--- src/design/dtr_pkg.sv ---
// Shared constants, types and the counter period table for the divider and reloading timer.
package dtr_pkg;

  localparam int DIV_PERIOD = 256;
  localparam int DIV_CLK_W  = $clog2(DIV_PERIOD + 255);
  localparam int CNT_CLK_W  = 11;
  localparam int IRQ_W      = 7;

  localparam logic [1:0] FUNC_TICK  = 2'd0;
  localparam logic [1:0] FUNC_READ  = 2'd1;
  localparam logic [1:0] FUNC_WRITE = 2'd2;

  localparam logic [1:0] REG_DIV  = 2'd0;
  localparam logic [1:0] REG_CNT  = 2'd1;
  localparam logic [1:0] REG_MOD  = 2'd2;
  localparam logic [1:0] REG_CTRL = 2'd3;

  localparam logic [2:0] CTRL_MASK   = 3'h7;
  localparam int         CTRL_ENABLE = 2;
  localparam logic [IRQ_W-1:0] IRQ_MAX = '1;

  localparam logic [1:0] SEL_1024 = 2'd0;
  localparam logic [1:0] SEL_16   = 2'd1;
  localparam logic [1:0] SEL_64   = 2'd2;
  localparam logic [1:0] SEL_256  = 2'd3;

  typedef struct packed {
    logic accept;
    logic step;
    logic emit;
  } dtr_cmd_t;

  typedef struct packed {
    logic div_due;
    logic cnt_due;
  } dtr_sts_t;

  function automatic logic [CNT_CLK_W-1:0] counter_period(input logic [1:0] sel);
    logic [CNT_CLK_W-1:0] p;
    unique case (sel)
      SEL_1024: p = CNT_CLK_W'(1024);
      SEL_16:   p = CNT_CLK_W'(16);
      SEL_64:   p = CNT_CLK_W'(64);
      SEL_256:  p = CNT_CLK_W'(256);
      default:  p = CNT_CLK_W'(1024);
    endcase
    return p;
  endfunction

endpackage

--- src/design/dtr_ctrl.sv ---
// Controller state machine: accepts a beat, sequences counting steps, emits the result beat.
module dtr_ctrl import dtr_pkg::*; (
  input  logic     clk,
  input  logic     rst_n,
  input  logic     in_valid,
  output logic     in_ready,
  output logic     out_valid,
  input  logic     out_ready,
  input  dtr_sts_t sts,
  output dtr_cmd_t cmd
);

  localparam logic S_IDLE = 1'b0;
  localparam logic S_RUN  = 1'b1;

  logic state_r, state_nxt;
  logic out_valid_r, out_valid_nxt;
  logic due;
  logic slot_free;

  assign due       = sts.div_due | sts.cnt_due;
  assign slot_free = !out_valid_r || out_ready;
  assign in_ready  = (state_r == S_IDLE);
  assign out_valid = out_valid_r;

  always_comb begin
    state_nxt  = state_r;
    cmd.accept = 1'b0;
    cmd.step   = 1'b0;
    cmd.emit   = 1'b0;
    unique case (state_r)
      S_IDLE: begin
        if (in_valid) begin
          cmd.accept = 1'b1;
          state_nxt  = S_RUN;
        end
      end
      S_RUN: begin
        if (due) begin
          cmd.step = 1'b1;
        end else if (slot_free) begin
          cmd.emit  = 1'b1;
          state_nxt = S_IDLE;
        end
      end
      default: state_nxt = S_IDLE;
    endcase
  end

  always_comb begin
    out_valid_nxt = out_valid_r;
    if (cmd.emit) begin
      out_valid_nxt = 1'b1;
    end else if (out_ready) begin
      out_valid_nxt = 1'b0;
    end
  end

  always_ff @(posedge clk) begin
    if (!rst_n) begin
      state_r     <= S_IDLE;
      out_valid_r <= 1'b0;
    end else begin
      state_r     <= state_nxt;
      out_valid_r <= out_valid_nxt;
    end
  end

endmodule

--- config.mk ---
export PLATFORM = sky130hd
export DESIGN_NAME = dtr_ctrl
export DESIGN_NICKNAME = d
export VERILOG_FILES = /design/src/design/dtr_pkg.sv /design/src/design/dtr_ctrl.sv
export SDC_FILE = /design/constraint.sdc
export NUM_CORES = 1
export LEC_CHECK = 0
export BUFFER_PORTS_ARGS = -buffer_cell sky130_fd_sc_hd__buf_2
export CORE_AREA = 2 2 39 41
export DETAILED_ROUTE_END_ITERATION = 7
export DIE_AREA = 0 0 41 43
export MAX_ROUTING_LAYER = met4
export RECOVER_POWER = 25
export SYNTH_ARGS = -nofsm -noshare
export SYNTH_HDL_FRONTEND = slang
export SYNTH_SLANG_ARGS = --single-unit
--- constraint.sdc ---
create_clock -name clk -period 2.05 [get_ports clk]
set_clock_uncertainty 0.2 [all_clocks]
set_input_delay 0.3075 -clock clk [delete_from_list [all_inputs] [get_ports clk]]
set_output_delay 0.3075 -clock clk [all_outputs]
set_load 0.05 [all_outputs]
==> results.toml <==
[sta]
rsz0062_at_grt = "no"
holdWs_ns = 0.107
tightest_slew_ns = 0.252
hold_violations = 0
setup_viol = 0
min_period_over_period = 0.831
maxSlewViolCount = 0
period_minus_slack_ns = 1.70
setup-tns-final_ns = 0
fmax_ghz = 0.587
fin_ws_ns = 0.345
slew_headroom = 0.833

[power_and_ir_drop]
vdd_drop_max_mv = 0.0816
p_int_mw = 0.118
pwr-share-clk = 0.509
combPwrFrac = 0.237
sw_frac_of_total = 0.301
p_sw_mw = 0.0509
seqPwrFrac = 0.255
leakage_nw = 0.0994
p_per_area_mw_per_mm2 = 839

[detailed_routing]
wl_microns = 285
via_per_inst = 3.17
drc = 0
drtIter0Drc = 0
wl_per_cell_microns = 6.79
via_count = 133
dr.pass1.iters = 1
ant_nets = 0

[layout]
syn2layout_area_growth_pct = 73.1
fin_nets = 34
nFillCells = 162
final_area_sq_um = 201
drive_above_1_share = 0.577
antenna_cells = 0

[cts]
cts_max_path_buffers = 2
clock-sinks = 2
root_buffer = "clkbuf_4"
clk_pin_slew_ns = 0.03
cts.hold.buffers_added = 0
cts-resized-gates = 0
numCtsBuffers = 3
cts_tree = "yes"
htreeDepth = 1
postCtsSetupBuffers = 0
clk_latency_ns = 0.22

[synth]
synth-edff-count = 0
ys_ff_latch = 2
synthTopCellsByArea = "dfxtp_1, nor3b_2, and2b_2"
synth_area_leader_cell = "dfxtp_1"
ys.warnings.count = 0
async_reset_ff_frac = 0
syn_area_sq_um = 116
synth_nets = 20
yosys-top-cells-count = "dfxtp_1, nor2_1"
synth_top_area_frac = 0.344
avgSynthCellArea_sq_um = 8.31
synthFlopType = "dfxtp_1"
seq_area_frac_synth = 0.344
yosysUniqueCellTypes = 12
netlist_instances = 14

[global_routing]
grt_usage = 0.0472
grt_pass1_vias = 133
grt_max_degree = 5
antenna_found_initial = 0
grt_pass1_wl_microns = 393
overflow = 0

[setup_path]
crit_type = "reg -> out"
reg2reg_depth = 2
crit_required_ns = 1.54
worstPathArrival_ns = 1.20
critPathLaunchType = "flip-flop"
path_max_fanout = 4
endpoint_kind = "output pin"

[place]
gp_congestion = 0.423
placed_cell_area_sq_um = 179
place_ws_ns = 0.490
port_buffers = 10
hpwl_microns = 215

[floorplan]
fp.coreArea_sq_mm = 0.00138
die_h_microns = 43
die_w_microns = 41
pin_count = 11
design.die.area_sq_mm = 0.00176
placementRows = 14
start_util = 0.0841

[hold_path]
min_path_type = "in -> reg"
min_path_cells = 2

[outcome]
status = "finished clean"

[job]
drv_cap = 0
==> logic make-up after synthesis <==
kind of cell	synth area share
and+or+nand+nor	0.409
AOI/OAI and AO/OA	0.150
buffers and inverters	0.0968
DFF	0.344
==> layout by cell type (no fill, tap or decap) <==
| cell | n |
|---|---|
| buf_2 | 10 |
| clkbuf_4 | 3 |
| nor2_1 | 2 |
| dfxtp_1 | 2 |
| nand2b_1 | 1 |
| nor3b_2 | 1 |
| and2_1 | 1 |
| inv_1 | 1 |
| and2b_2 | 1 |
| nor2b_1 | 1 |
| o21a_1 | 1 |
| o21ai_0 | 1 |
| a21oi_1 | 1 |
==> flip-flops by register name, indices dropped and copies added, names as in the netlist <==
signal,cells
out_valid,1
state_r,1
==> layer usage <==
metal  GRT usage  routed length [microns]  vias to the layer above
li1            -                        -                       70
met1      0.0127                       90                       56
met2      0.0563                      139                        7
met3      0.0628                       55                        0
met4      0.0800                        0                        0
met5           -                        0                        -
==> power groups by stage <==
stage	sequential [mW]	clock, mW	combinational [mW]
global route	0.0432	0.0937	0.0429
CTS	0.0430	0.0929	0.0403
global placement	0.0434	0	0.0400
detailed placement	0.0435	0	0.0401
finish	0.0430	0.0859	0.0400
floorplan	0.0452	0	0.0274
==> final timing paths <==
| check | start | slack, ns | to |
|---|---|---|---|
| worst max-delay path | state_r$_SDFF_PN0_ | 0.35 | cmd[0] |
| worst max register to register | state_r$_SDFF_PN0_ | 1.06 | state_r$_SDFF_PN0_ |
| worst min register to register | out_valid$_SDFFE_PN0P_ | 0.30 | state_r$_SDFF_PN0_ |
| worst min-delay path | rst_n | 0.11 | out_valid$_SDFFE_PN0P_ |
==> final cells by class <==
| class | count | area, sq um | area share |
|---|---|---|---|
| Clock buffer | 3 | 22.5 | 0.112 |
| Inverter | 1 | 3.75 | 0.0186 |
| Multi-Input combinational cell | 10 | 65.1 | 0.323 |
| Sequential cell | 2 | 40.0 | 0.199 |
| Tap cell | 16 | 20.0 | 0.0994 |
| Timing Repair Buffer | 10 | 50.0 | 0.248 |
==> worst max-delay path, stage by stage (launching register included) <==
cell,delay [ns]
dfxtp_1,0.34
nor3b_2,0.23
and2_1,0.15
buf_2,0.25
==> stage by stage <==
stage / power, mW / cells / utilization
after floorplan: 0.0726 / 14 / -
after global placement: 0.0834 / 39 / 0.129
after detailed placement: 0.0836 / 39 / 0.129
after CTS: 0.176 / 42 / 0.146
after global routing: 0.180 / 42 / 0.146
final: 0.169 / 42 / 0.146
No activity file was read; power rests on OpenSTA's default activity.
