==> src/design/dtr_pkg.sv <==
// Shared constants, types and the counter period table for the divider and reloading timer.
package dtr_pkg;

  localparam int DIV_PERIOD = 256;
  localparam int DIV_CLK_W  = $clog2(DIV_PERIOD + 255);
  localparam int CNT_CLK_W  = 11;
  localparam int IRQ_W      = 7;

  localparam logic [1:0] FUNC_TICK  = 2'd0;
  localparam logic [1:0] FUNC_READ  = 2'd1;
  localparam logic [1:0] FUNC_WRITE = 2'd2;

  localparam logic [1:0] REG_DIV  = 2'd0;
  localparam logic [1:0] REG_CNT  = 2'd1;
  localparam logic [1:0] REG_MOD  = 2'd2;
  localparam logic [1:0] REG_CTRL = 2'd3;

  localparam logic [2:0] CTRL_MASK   = 3'h7;
  localparam int         CTRL_ENABLE = 2;
  localparam logic [IRQ_W-1:0] IRQ_MAX = '1;

  localparam logic [1:0] SEL_1024 = 2'd0;
  localparam logic [1:0] SEL_16   = 2'd1;
  localparam logic [1:0] SEL_64   = 2'd2;
  localparam logic [1:0] SEL_256  = 2'd3;

  typedef struct packed {
    logic accept;
    logic step;
    logic emit;
  } dtr_cmd_t;

  typedef struct packed {
    logic div_due;
    logic cnt_due;
  } dtr_sts_t;

  function automatic logic [CNT_CLK_W-1:0] counter_period(input logic [1:0] sel);
    logic [CNT_CLK_W-1:0] p;
    unique case (sel)
      SEL_1024: p = CNT_CLK_W'(1024);
      SEL_16:   p = CNT_CLK_W'(16);
      SEL_64:   p = CNT_CLK_W'(64);
      SEL_256:  p = CNT_CLK_W'(256);
      default:  p = CNT_CLK_W'(1024);
    endcase
    return p;
  endfunction

endpackage

==> src/design/dtr_datapath.sv <==
// Datapath: timer registers, clock accumulators, step logic and result registers.
module dtr_datapath import dtr_pkg::*; (
  input  logic             clk,
  input  logic             rst_n,
  input  dtr_cmd_t         cmd,
  output dtr_sts_t         sts,
  input  logic [1:0]       func,
  input  logic [1:0]       reg_index,
  input  logic [7:0]       write_data,
  input  logic [7:0]       ticks,
  output logic [7:0]       read_data,
  output logic [IRQ_W-1:0] irq_count
);

  localparam logic [DIV_CLK_W-1:0] DIV_PERIOD_C = DIV_CLK_W'(DIV_PERIOD);

  logic [7:0]           div_val_r, div_val_nxt;
  logic [7:0]           cnt_val_r, cnt_val_nxt;
  logic [7:0]           mod_val_r, mod_val_nxt;
  logic [2:0]           ctrl_r, ctrl_nxt;
  logic [DIV_CLK_W-1:0] div_clk_r, div_clk_nxt;
  logic [CNT_CLK_W-1:0] cnt_clk_r, cnt_clk_nxt;
  logic                 tick_r, tick_nxt;
  logic [7:0]           rd_r, rd_nxt;
  logic [IRQ_W-1:0]     irq_r, irq_nxt;
  logic [7:0]           out_rd_r;
  logic [IRQ_W-1:0]     out_irq_r;
  logic [CNT_CLK_W-1:0] period;
  logic [7:0]           reg_rd;

  assign period      = counter_period(ctrl_r[1:0]);
  assign sts.div_due = (div_clk_r >= DIV_PERIOD_C);
  assign sts.cnt_due = tick_r && ctrl_r[CTRL_ENABLE] && (cnt_clk_r >= period);
  assign read_data   = out_rd_r;
  assign irq_count   = out_irq_r;

  always_comb begin
    unique case (reg_index)
      REG_DIV:  reg_rd = div_val_r;
      REG_CNT:  reg_rd = cnt_val_r;
      REG_MOD:  reg_rd = mod_val_r;
      REG_CTRL: reg_rd = {5'd0, ctrl_r};
      default:  reg_rd = 8'd0;
    endcase
  end

  always_comb begin
    div_val_nxt = div_val_r;
    cnt_val_nxt = cnt_val_r;
    mod_val_nxt = mod_val_r;
    ctrl_nxt    = ctrl_r;
    div_clk_nxt = div_clk_r;
    cnt_clk_nxt = cnt_clk_r;
    tick_nxt    = tick_r;
    rd_nxt      = rd_r;
    irq_nxt     = irq_r;
    if (cmd.accept) begin
      rd_nxt   = 8'd0;
      irq_nxt  = '0;
      tick_nxt = (func == FUNC_TICK);
      case (func)
        FUNC_TICK: begin
          div_clk_nxt = div_clk_r + DIV_CLK_W'(ticks);
          if (ctrl_r[CTRL_ENABLE]) begin
            cnt_clk_nxt = cnt_clk_r + CNT_CLK_W'(ticks);
          end
        end
        FUNC_READ: rd_nxt = reg_rd;
        FUNC_WRITE: begin
          unique case (reg_index)
            REG_DIV:  div_val_nxt = 8'd0;
            REG_CNT:  cnt_val_nxt = write_data;
            REG_MOD:  mod_val_nxt = write_data;
            REG_CTRL: ctrl_nxt = write_data[2:0] & CTRL_MASK;
            default:  ctrl_nxt = ctrl_r;
          endcase
        end
        default: rd_nxt = 8'd0;
      endcase
    end else if (cmd.step) begin
      if (sts.div_due) begin
        div_clk_nxt = div_clk_r - DIV_PERIOD_C;
        div_val_nxt = div_val_r + 8'd1;
      end
      if (sts.cnt_due) begin
        cnt_clk_nxt = cnt_clk_r - period;
        if (cnt_val_r == 8'hFF) begin
          cnt_val_nxt = mod_val_r;
          if (irq_r != IRQ_MAX) begin
            irq_nxt = irq_r + IRQ_W'(1);
          end
        end else begin
          cnt_val_nxt = cnt_val_r + 8'd1;
        end
      end
    end
  end

  always_ff @(posedge clk) begin
    if (!rst_n) begin
      div_val_r <= 8'd0;
      cnt_val_r <= 8'd0;
      mod_val_r <= 8'd0;
      ctrl_r    <= 3'd0;
      div_clk_r <= '0;
      cnt_clk_r <= '0;
      tick_r    <= 1'b0;
    end else begin
      div_val_r <= div_val_nxt;
      cnt_val_r <= cnt_val_nxt;
      mod_val_r <= mod_val_nxt;
      ctrl_r    <= ctrl_nxt;
      div_clk_r <= div_clk_nxt;
      cnt_clk_r <= cnt_clk_nxt;
      tick_r    <= tick_nxt;
    end
  end

  always_ff @(posedge clk) begin
    rd_r  <= rd_nxt;
    irq_r <= irq_nxt;
    if (cmd.emit) begin
      out_rd_r  <= rd_r;
      out_irq_r <= irq_r;
    end
  end

endmodule

==> config.mk <==
export PLATFORM = sky130hd
export DESIGN_NAME = dtr_datapath
export DESIGN_NICKNAME = d
export VERILOG_FILES = /design/src/design/dtr_pkg.sv /design/src/design/dtr_datapath.sv
export SDC_FILE = /design/constraint.sdc
export NUM_CORES = 1
export LEC_CHECK = 0
export BUFFER_PORTS_ARGS = -buffer_cell sky130_fd_sc_hd__buf_2
export CAP_MARGIN = 30
export CORE_ASPECT_RATIO = 1.25
export CORE_MARGIN = 4
export CORE_UTILIZATION = 45
export CTS_BUF_LIST = sky130_fd_sc_hd__clkbuf_2
export CTS_CLUSTER_SIZE = 16
export DETAILED_ROUTE_END_ITERATION = 8
export PLACE_DENSITY_LB_ADDON = 0.2
export SYNTH_ARGS = -nofsm -noshare
export SYNTH_HDL_FRONTEND = slang
export SYNTH_SLANG_ARGS = --single-unit
==> constraint.sdc <==
create_clock -name clk -period 2.45 [get_ports clk]
set_clock_uncertainty 0.2 [all_clocks]
set_input_delay 0.1225 -clock clk [delete_from_list [all_inputs] [get_ports clk]]
set_output_delay 0.1225 -clock clk [all_outputs]
set_load 0.05 [all_outputs]
==> results of run 1 <==
-- worst min-delay path by stage --
stage	startpoint	endpoint	slack, ns
after floorplan	cmd[0]	irq_count[0]$_DFFE_PP_	0.03
after global placement	write_data[3]	mod_val_r[3]$_SDFFE_PN0P_	0.19
after detailed placement	write_data[5]	mod_val_r[5]$_SDFFE_PN0P_	0.19
after CTS	reg_index[1]	ctrl_r[1]$_SDFFE_PN0P_	0.02
after global routing	reg_index[1]	rd_r[7]$_SDFFCE_PP0P_	0.07
final	ticks[7]	div_clk_r[7]$_SDFFE_PN0P_	0.06
-- report_power, final --
| group | total (uW) | internal (uW) | switching, uW | leakage (uW) |
|---|---|---|---|---|
| Combinational | 312 | 129 | 183 | 0.00146 |
| Sequential | 1370 | 1350 | 13.3 | 0.000685 |
| Clock | 818 | 341 | 478 | 0.0000821 |
-- timing repair --
action,CTS,global route
endpoints found under the hold margin,81,0
pin swaps,18,6
setup buffers,7,3
gates resized for setup,27,12
endpoints found under the setup margin,22,24
hold buffers,29,0
-- per-stage QoR --
step	area, sq um	instances	TNS, ns	total power, uW	setup slack (ns)
floorplan	4330	469	-0.0202	1560	-0.0202
global placement	4810	640	-0.0693	1650	-0.0339
detailed placement	4840	641	-0.689	1660	-0.112
CTS	5470	693	-1.70	2510	-0.236
global route	5540	695	-3.61	2620	-0.271
finish	5540	695	-1.71	2500	-0.205
-- worst max-delay path, delay by kind of cell (launching register included) --
family | cells | cell delay, ns
AND/OR/NAND/NOR | 3 | 0.54
adder cells (fa/ha/maj) | 1 | 0.28
flip-flops | 1 | 0.42
buffers and inverters | 2 | 0.25
AO/OA/AOI/OAI | 1 | 0.30
-- logic make-up (layout without fill, tap and decap cells) --
kind of cell               Yosys count  count (layout)  synth area share (%)
AOI/OAI and AO/OA                  106             106                  16.1
buffers and inverters               33             136                  3.05
xor gates and xnor gates            22              22                  4.48
adders and majority gates           26              26                  7.91
and+or+nand+nor                    178             178                  19.9
DFF                                 78              78                  41.6
muxes                               26              26                  6.98
-- sequential cells by signal (all words and copies together), names as in the netlist --
register,count
ctrl_r,3
div_clk_r,9
div_val_r,8
cnt_val_r,8
tick_r,1
cnt_clk_r,11
rd_r,8
mod_val_r,8
irq_r,7
read_data,8
irq_count,7
-- cell usage in the layout, fill, tap and decap left out, drive strengths merged, types with 5 or more instances in the layout --
master	count
a211oi	9
a21oi	35
and3	5
buf	77
clkbuf	9
dfxtp	55
dlygate4sd3	29
edfxtp	23
ha	24
inv	14
mux2i	21
nand2	45
nand2b	6
nand3	15
nand4	5
nor2	64
nor2b	10
nor3	9
o21ai	25
o31ai	5
or2	5
xnor2	11
xor2	11
-- cell type report --
cell class,instances,share of cell area (%)
Clock buffer,9,0.813
Multi-Input combinational cell,358,46.3
Sequential cell,78,32.5
Tap cell,123,2.78
Inverter,14,0.948
Timing Repair Buffer,106,14.9
Clock inverter,7,1.78
-- routing by layer --
metal,up-vias,share of wire (%),track usage [%]
met1,1799,42,24.8
li1,1887,-,-
met2,82,50,34.7
met3,28,4.5,3.07
met4,0,3.3,9.70
met5,-,0,0
==> metrics.yaml, run 1 <==
run_status:
  status: "complete, but fails checks"
  violations: "setup timing"
floorplanning:
  io_pins: 42
  die_w_um: 95.5
  core_area_sq_um: 9220
  rows: 39
  dieArea_sq_um: 11200
  chipHeight_um: 117
  initial_core_util_pct: 46.7
route:
  wirelength_mm: 10.8
  drt_iter0_markers: 153
  drcViolationCount: 0
  firstDrtPassIters: 4
  wl_per_cell_um: 15.5
  vias_per_cell: 5.46
  antenna_left: 0
  num_vias: 3796
cells_and_area:
  area_delta_synth_final_pct: 28.7
  nNetsFinal: 618
  multi_input_area_sq_um: 2560
  fillers: 834
  regArea_sq_um: 1800
  diodes: 0
  final_core_util_pct: 60.1
  drive_gt1_share_pct: 23.8
worst_setup_path:
  r2r_end: "irq_r[3]$_SDFFE_PP0P_"
  cp_slowest_cell: "dfxtp_4"
  path_max_fanout: 5
  endpoint: "sts[0]"
  critPathCaptureType: "output pin"
  r2r_slack_ns: -0.19
  worstReg2RegStart: "ctrl_r[1]$_SDFFE_PN0P_"
  critPathRequiredTime_ns: 2.13
  arrival_ns: 2.33
  critical_path_class: "register to output pin"
  critPathMaxStageDelay_ns: 0.42
  rr_worst_depth: 10
  start_kind: "register"
  crit_start: "ctrl_r[1]$_SDFFE_PN0P_"
  crit_chain: "or2_4 > ha_4 > nand2_4 > buf_6 > o41ai_4 > and3_4 > buf_8"
sta:
  max_freq_ghz: 0.377
  fin_ws_ns: -0.205
  rsz0062_at_grt: "true"
  whs_ns: 0.0625
  setup_viol: 20
  finalCritPeriodShare_pct: 108
  finalMaxSlewViolations: 0
  tightest_slew_ns: 0.552
  fin_crit_ns: 2.65
  hold_violations: 0
  relSlewSlack_pct: 63.2
global_routing:
  grt_max_degree: 35
  grt_pass1_vias: 3888
  grt_pass1_wl_mm: 18.1
  grt-ovfl-total: 0
  grt_usage_pct: 20.4
  antenna_found_initial: 0
logic_synthesis:
  ys.flop_type: "dfxtp_1"
  syn-instance-count: 469
  syn_avg_cell_area_sq_um: 9.18
  seq_area_frac_synth_pct: 41.6
  synth_most_common_cell: "nor2_1"
  synth_nets: 520
  synthArstFlopShare_pct: 0
  synth_top_area_share_pct: 25.6
  synth_edf_count: 23
  ys_seq_elements: 78
  synth.area.top_cells: "dfxtp_1 26%, edfxtp_1 16%, ha_1 7.0%"
  synth_warnings: 0
  syn_area_sq_um: 4300
  yosysTopAreaCell: "dfxtp_1"
  synth_common_cells: "62 x nor2_1, 55 x dfxtp_1, 45 x nand2_1, 35 x a21oi_1, 25 x o21ai_0"
  synth.distinct_cells: 62
placed_design:
  io_buffers: 41
  dpl.hpwl_mm: 7.76
  place_congestion: 0.876
clocking:
  cts_root_buf: "clkbuf_2"
  tritoncts: "yes"
  cts_max_level: 3
  cts_inserted_buffers: 9
  clkTransAtPathRegs_ns: 0.22
  cts_sinks: 78
  clock_latency_ns: 0.55
  clockBufferDepth: 2
run:
  max_cap_violations: 0
min_path:
  whs_path_depth: 6
  holdCritPathClass: "input pin to register"
power:
  ir_worst_vdd_mv: 0.281
  cellPowerDensity_nw_per_um2: 450
  power.leakage_uw: 0.00223
No activity file was read; power rests on OpenSTA's default activity.
==> run 2, diff against run 1 <==
BUFFER_PORTS_ARGS = -buffer_cell sky130_fd_sc_hd__buf_4   (was -buffer_cell sky130_fd_sc_hd__buf_2)
==> run 2 against run 1 <==
  * The run still ends with setup timing left
  * Combinational power rose by 6.4%
  * Worst hold slack got worse by 0.032 ns
  * Cell count rose by 0.43%
  * Fmax fell by 0.42%
  * Clock power rose by 11%
  * Non-clock buffer count rose by 3
  * Sequential power barely moved
  * Critical endpoint unchanged
  * Highest routed layer unchanged
==> metrics.yaml, run 2 (synthesis gave the netlist of run 1 again) <==
clocking:
  clkTransAtPathRegs_ns: 0.20
  clock_latency_ns: 0.54
  cts_max_level: 3
  cts_root_buf: "clkbuf_2"
  cts_sinks: 78
  cts_inserted_buffers: 9
  clockBufferDepth: 2
  tritoncts: "yes"
global_routing:
  grt_pass1_vias: 3797
  grt_usage_pct: 20.0
  grt-ovfl-total: 0
  grt_max_degree: 37
  grt_pass1_wl_mm: 17.8
  antenna_found_initial: 0
cells_and_area:
  largest_reg_flops: 11
  layout_common_cells: "66 x buf_4, 62 x nor2_1, 52 x dfxtp_1, 43 x nand2_1, 37 x dlygate4sd3_1"
  top_register: "cnt_clk_r"
  drive_gt1_share_pct: 23.3
  final_common_cell: "buf_4"
  top_regs: "cnt_clk_r: 11 flops, div_clk_r: 9 flops"
  diodes: 0
  instances_no_fill: 698
  nNetsFinal: 621
  final_core_util_pct: 61.8
  area_delta_synth_final_pct: 32.5
  final_cell_area_sq_um: 5700
placed_design:
  dpl-instance-area_sq_um: 4910
  place_congestion: 0.846
  post-place-ws_ns: -0.0515
  dpl.hpwl_mm: 7.59
  dpl.cell_count: 637
  io_buffers: 41
route:
  wl_per_cell_um: 15.8
  met3_length_um: 540
  drt_iter0_markers: 206
  dr_wl_met2_mm: 5.70
  antenna_left: 0
  firstDrtPassIters: 5
  vias_per_cell: 5.49
  drcViolationCount: 0
  routedLengthMet1_mm: 4.53
  wirelength_mm: 11.0
  num_vias: 3832
  top_layer: "met4"
floorplanning:
  core_area_sq_um: 9220
  initial_core_util_pct: 46.7
  rows: 39
  chipHeight_um: 117
  die_w_um: 95.5
  io_pins: 42
  dieArea_sq_um: 11200
worst_setup_path:
  path_max_fanout: 4
  critPathCaptureType: "output pin"
  arrival_ns: 2.34
  critPathRequiredTime_ns: 2.13
  start_kind: "register"
  critical_path_class: "register to output pin"
run:
  max_cap_violations: 0
power:
  power_frac_clock_pct: 34.8
  internal_power_uw: 1950
  switching_share_pct: 25.1
  cellPowerDensity_nw_per_um2: 457
  power.leakage_uw: 0.00227
  comb_power_share_pct: 12.7
  ir_worst_vdd_mv: 0.235
  power_switching_uw: 654
  p_seq_share_pct: 52.5
sta:
  fin_crit_ns: 2.67
  hold_violations: 0
  fin_ws_ns: -0.216
  finalSetupTns_ns: -1.41
  relSlewSlack_pct: 67.5
  finalCritPeriodShare_pct: 109
  tightest_slew_ns: 0.487
  rsz0062_at_grt: "true"
  setup_viol: 20
  finalMaxSlewViolations: 0
  max_freq_ghz: 0.375
run_status:
  status: "complete, but fails checks"
  violations: "setup timing"
min_path:
  holdCritPathClass: "input pin to register"
## run 2: changes by cell type in the layout (fill, tap and decap cells not counted), sizes merged
cell	delta
buf	-5
bufinv	+1
clkbuf	+2
inv	+1
clkinv	-4
dlygate4sd3	+8
## run 2: final timing paths
| kind | from | end | slack (ns) | cells after the start |
|---|---|---|---|---|
| setup / recovery | ctrl_r[0]$_SDFFE_PN0P_ | sts[0] | -0.22 | 8 |
| setup reg to reg | ctrl_r[1]$_SDFFE_PN0P_ | irq_r[4]$_SDFFE_PP0P_ | -0.13 | 11 |
| hold / removal | ticks[7] | div_clk_r[7]$_SDFFE_PN0P_ | 0.03 | 6 |
| hold reg to reg | rd_r[1]$_SDFFCE_PP0P_ | read_data[1]$_DFFE_PP_ | 0.24 | 0 |
## run 2: power by group through the flow
stage	clock network [uW]	logic, uW	registers, uW
after global routing	984	360	1370
after global placement	0	272	1390
final	906	332	1370
after floorplan	0	138	1430
after CTS	920	326	1370
after detailed placement	0	281	1390
## run 2: worst max-delay path, stage by stage (launching register included)
cell,delay (ns)
dfxtp_2,0.40
buf_4,0.12
nand2_2,0.07
ha_4,0.24
a211o_1,0.32
a21oi_2,0.21
o41ai_4,0.11
and3_4,0.20
buf_8,0.14
## run 2: timing repair
item	4_1_cts	5_1_grt
buffers inserted	6	2
hold buffers	37	0
hold endpoints to repair	84	0
pin swaps	11	16
gates resized for setup	16	23
endpoints found under the setup margin	12	24
## run 2: metrics by stage
stage               total power [uW]  hold slack, ns
floorplan                       1560          0.0350
global placement                1670           0.177
detailed placement              1680           0.179
CTS                             2610          0.0257
global route                    2720          0.0583
finish                          2610          0.0308
## run 2: layout make-up
cell class | count | area [sq um]
multi-input cells | 358 | 2570
repair buffers | 109 | 962
inverters | 14 | 52.6
flip-flops and latches | 78 | 1800
well taps | 123 | 154
clock inverters | 5 | 106
clock buffers | 11 | 55.1
fillers | 794 | 3520
## run 2: routing by layer
metal / vias up / track usage [%]
li1: 1895 / -
met1: 1813 / 23.9
met2: 100 / 35.6
met3: 24 / 2.62
met4: 0 / 7.30
met5: - / 0
==> run 3, diff against run 2 <==
CAP_MARGIN = 20   (was 30)
CORE_ASPECT_RATIO = 0.8   (was 1.25)
RECOVER_POWER = 100   (was unset)
==> run 3 against run 2 <==
  * The flow still finishes with violations (setup timing)
  * Global-route usage grew 1.0 points
  * Wire length up 7.8%
  * Sequential share of layout area barely moved
  * Clock power down 20%
  * Cell count fell by 1.1%
  * Critical path type unchanged
  * Largest cell class unchanged
==> metrics.yaml, run 3 (synthesis gave the netlist of run 1 again) <==
global_routing:
  antenna_found_initial: 0
  grt_pass1_wl_mm: 18.7
  grt_pass1_vias: 3718
  grt_max_degree: 31
  grt_usage_pct: 21.0
  grt-ovfl-total: 0
clocking:
  clkTransAtPathRegs_ns: 0.23
  tritoncts: "yes"
  cts_inserted_buffers: 9
  cts_root_buf: "clkbuf_2"
  cts_sinks: 78
  clockBufferDepth: 2
  clock_latency_ns: 0.55
  cts_max_level: 3
cells_and_area:
  top_regs: "cnt_clk_r: 11 flops, div_clk_r: 9 flops"
  drive_gt1_share_pct: 23.0
  final_cell_area_sq_um: 5720
  layout_common_cells: "62 x nor2_1, 52 x dfxtp_1, 44 x nand2_1, 40 x buf_4, 30 x dlygate4sd3_1"
  regArea_sq_um: 1800
  diodes: 0
  final_core_util_pct: 62.2
  largest_reg_flops: 11
  nNetsFinal: 621
  multi_input_area_sq_um: 2710
  area_delta_synth_final_pct: 32.8
  final_common_cell: "nor2_1"
  fillers: 784
  top_register: "cnt_clk_r"
floorplanning:
  dieArea_sq_um: 11200
  rows: 31
  initial_core_util_pct: 46.8
  core_area_sq_um: 9190
  chipHeight_um: 95.5
  die_w_um: 117
  io_pins: 42
route:
  wirelength_mm: 11.9
  num_vias: 3860
  vias_per_cell: 5.59
  firstDrtPassIters: 5
  drcViolationCount: 0
  antenna_left: 0
  wl_per_cell_um: 17.2
  drt_iter0_markers: 214
run_status:
  status: "complete, but fails checks"
  violations: "setup timing"
worst_setup_path:
  r2r_slack_ns: -0.16
  crit_chain: "or2_4 > ha_4 > nand2_4 > buf_6 > o41ai_4 > and3_4 > buf_8"
  arrival_ns: 2.34
  path_max_fanout: 5
  critPathBufInv: 2
  worstReg2RegStart: "ctrl_r[1]$_SDFFE_PN0P_"
  critPathCaptureType: "output pin"
  critical_path_class: "register to output pin"
  critPathRequiredTime_ns: 2.13
  rr_worst_depth: 11
  critPathMaxStageDelay_ns: 0.43
  start_kind: "register"
  r2r_end: "cnt_val_r[2]$_SDFFE_PN0P_"
  cp_slowest_cell: "dfxtp_4"
  crit_family: "simple AND/OR/NAND/NOR gates"
placed_design:
  dpl-instance-area_sq_um: 4870
  io_buffers: 41
  dpl.hpwl_mm: 7.63
  post-place-ws_ns: -0.119
  place_congestion: 0.883
sta:
  tightest_slew_ns: 1.18
  fin_ws_ns: -0.216
  max_freq_ghz: 0.375
  finalMaxSlewViolations: 0
  relSlewSlack_pct: 21.6
  hold_violations: 0
  setup_viol: 26
  rsz0062_at_grt: "true"
  fin_crit_ns: 2.67
  finalCritPeriodShare_pct: 109
power:
  ir_worst_vdd_mv: 0.250
  power.leakage_uw: 0.00221
  cellPowerDensity_nw_per_um2: 424
min_path:
  min_from: "func[0]"
  holdCritPathClass: "input pin to register"
  min_to: "div_val_r[7]$_SDFFE_PN0P_"
  whs_path_depth: 5
run:
  max_cap_violations: 0
==> run 3: changes by cell type in the layout (fill, tap and decap cells not counted), moves of 3 or more <==
cell and delta:
dlygate4sd3_1 -7, a21oi_1 -3, buf_4 -26, buf_6 +11
clkbuf_1 +22
==> run 3: worst reg2reg max path: stages (launching register included) <==
cell and delay [ns]:
dfxtp_4 0.43, or2_4 0.25, ha_4 0.29, nand2_4 0.05, buf_6 0.11, or4_4 0.49
o22ai_4 0.18, a21oi_4 0.05, buf_6 0.15, buf_6 0.11, mux2i_1 0.15, nor2_1 0.06
==> run 3: how the worst max path moves through the flow <==
stage                                       to  slack, ns  cells after the start              startpoint
floorplan           cnt_clk_r[10]$_SDFFE_PN0P_      -0.02                      9  ctrl_r[0]$_SDFFE_PN0P_
global placement     cnt_val_r[4]$_SDFFE_PN0P_      -0.03                      9  ctrl_r[0]$_SDFFE_PN0P_
detailed placement       irq_r[5]$_SDFFE_PP0P_      -0.12                      8  ctrl_r[0]$_SDFFE_PN0P_
CTS                                     sts[0]      -0.25                      7  ctrl_r[0]$_SDFFE_PN0P_
global route                            sts[0]      -0.31                      7  ctrl_r[1]$_SDFFE_PN0P_
finish                                  sts[0]      -0.22                      7  ctrl_r[1]$_SDFFE_PN0P_
==> run 3: per-layer routing <==
metal | track usage [%] | vias to the layer above | wire [um]
met2 | 33.7 | 95 | 5610
met3 | 4.74 | 18 | 603
li1 | - | 1896 | -
met1 | 28.5 | 1851 | 5500
met4 | 6.84 | 0 | 152
met5 | 0 | - | 0
==> run 3: cell type report <==
cell class                 count  area share (%)
timing repair buffer         109            15.6
multi-input combinational    358            47.4
clock inverter                 7            1.29
tap                          115            2.52
inverter                      14           0.919
clock buffer                   9           0.788
sequential                    78            31.5
==> run 3: through the flow <==
stage / TNS (ns) / hold WS, ns / cells / power, uW
3_5_place_dp: -0.679 / 0.182 / 629 / 1670
3_3_place_gp: -0.0304 / 0.176 / 629 / 1670
2_1_floorplan: -0.0202 / 0.0350 / 469 / 1560
6_report: -2.59 / 0.142 / 690 / 2420
5_1_grt: -4.38 / 0.154 / 690 / 2520
4_1_cts: -0.701 / 0.0624 / 683 / 2430
==> run 3: what timing repair did <==
item,CTS,global route
resized for setup,24,51
pin swaps,15,22
hold buffers,31,0
gates cloned,1,0
endpoints found under the setup margin,20,36
endpoints found under the hold margin,85,0
setup buffers,6,6
==> run 3: where the power goes <==
part / leakage [uW] / switching (uW) / total, uW / internal [uW]
clock network: 0.0000723 / 484 / 723 / 239
registers: 0.000685 / 13.6 / 1370 / 1350
logic: 0.00145 / 198 / 332 / 134
total: 0.00221 / 696 / 2420 / 1730
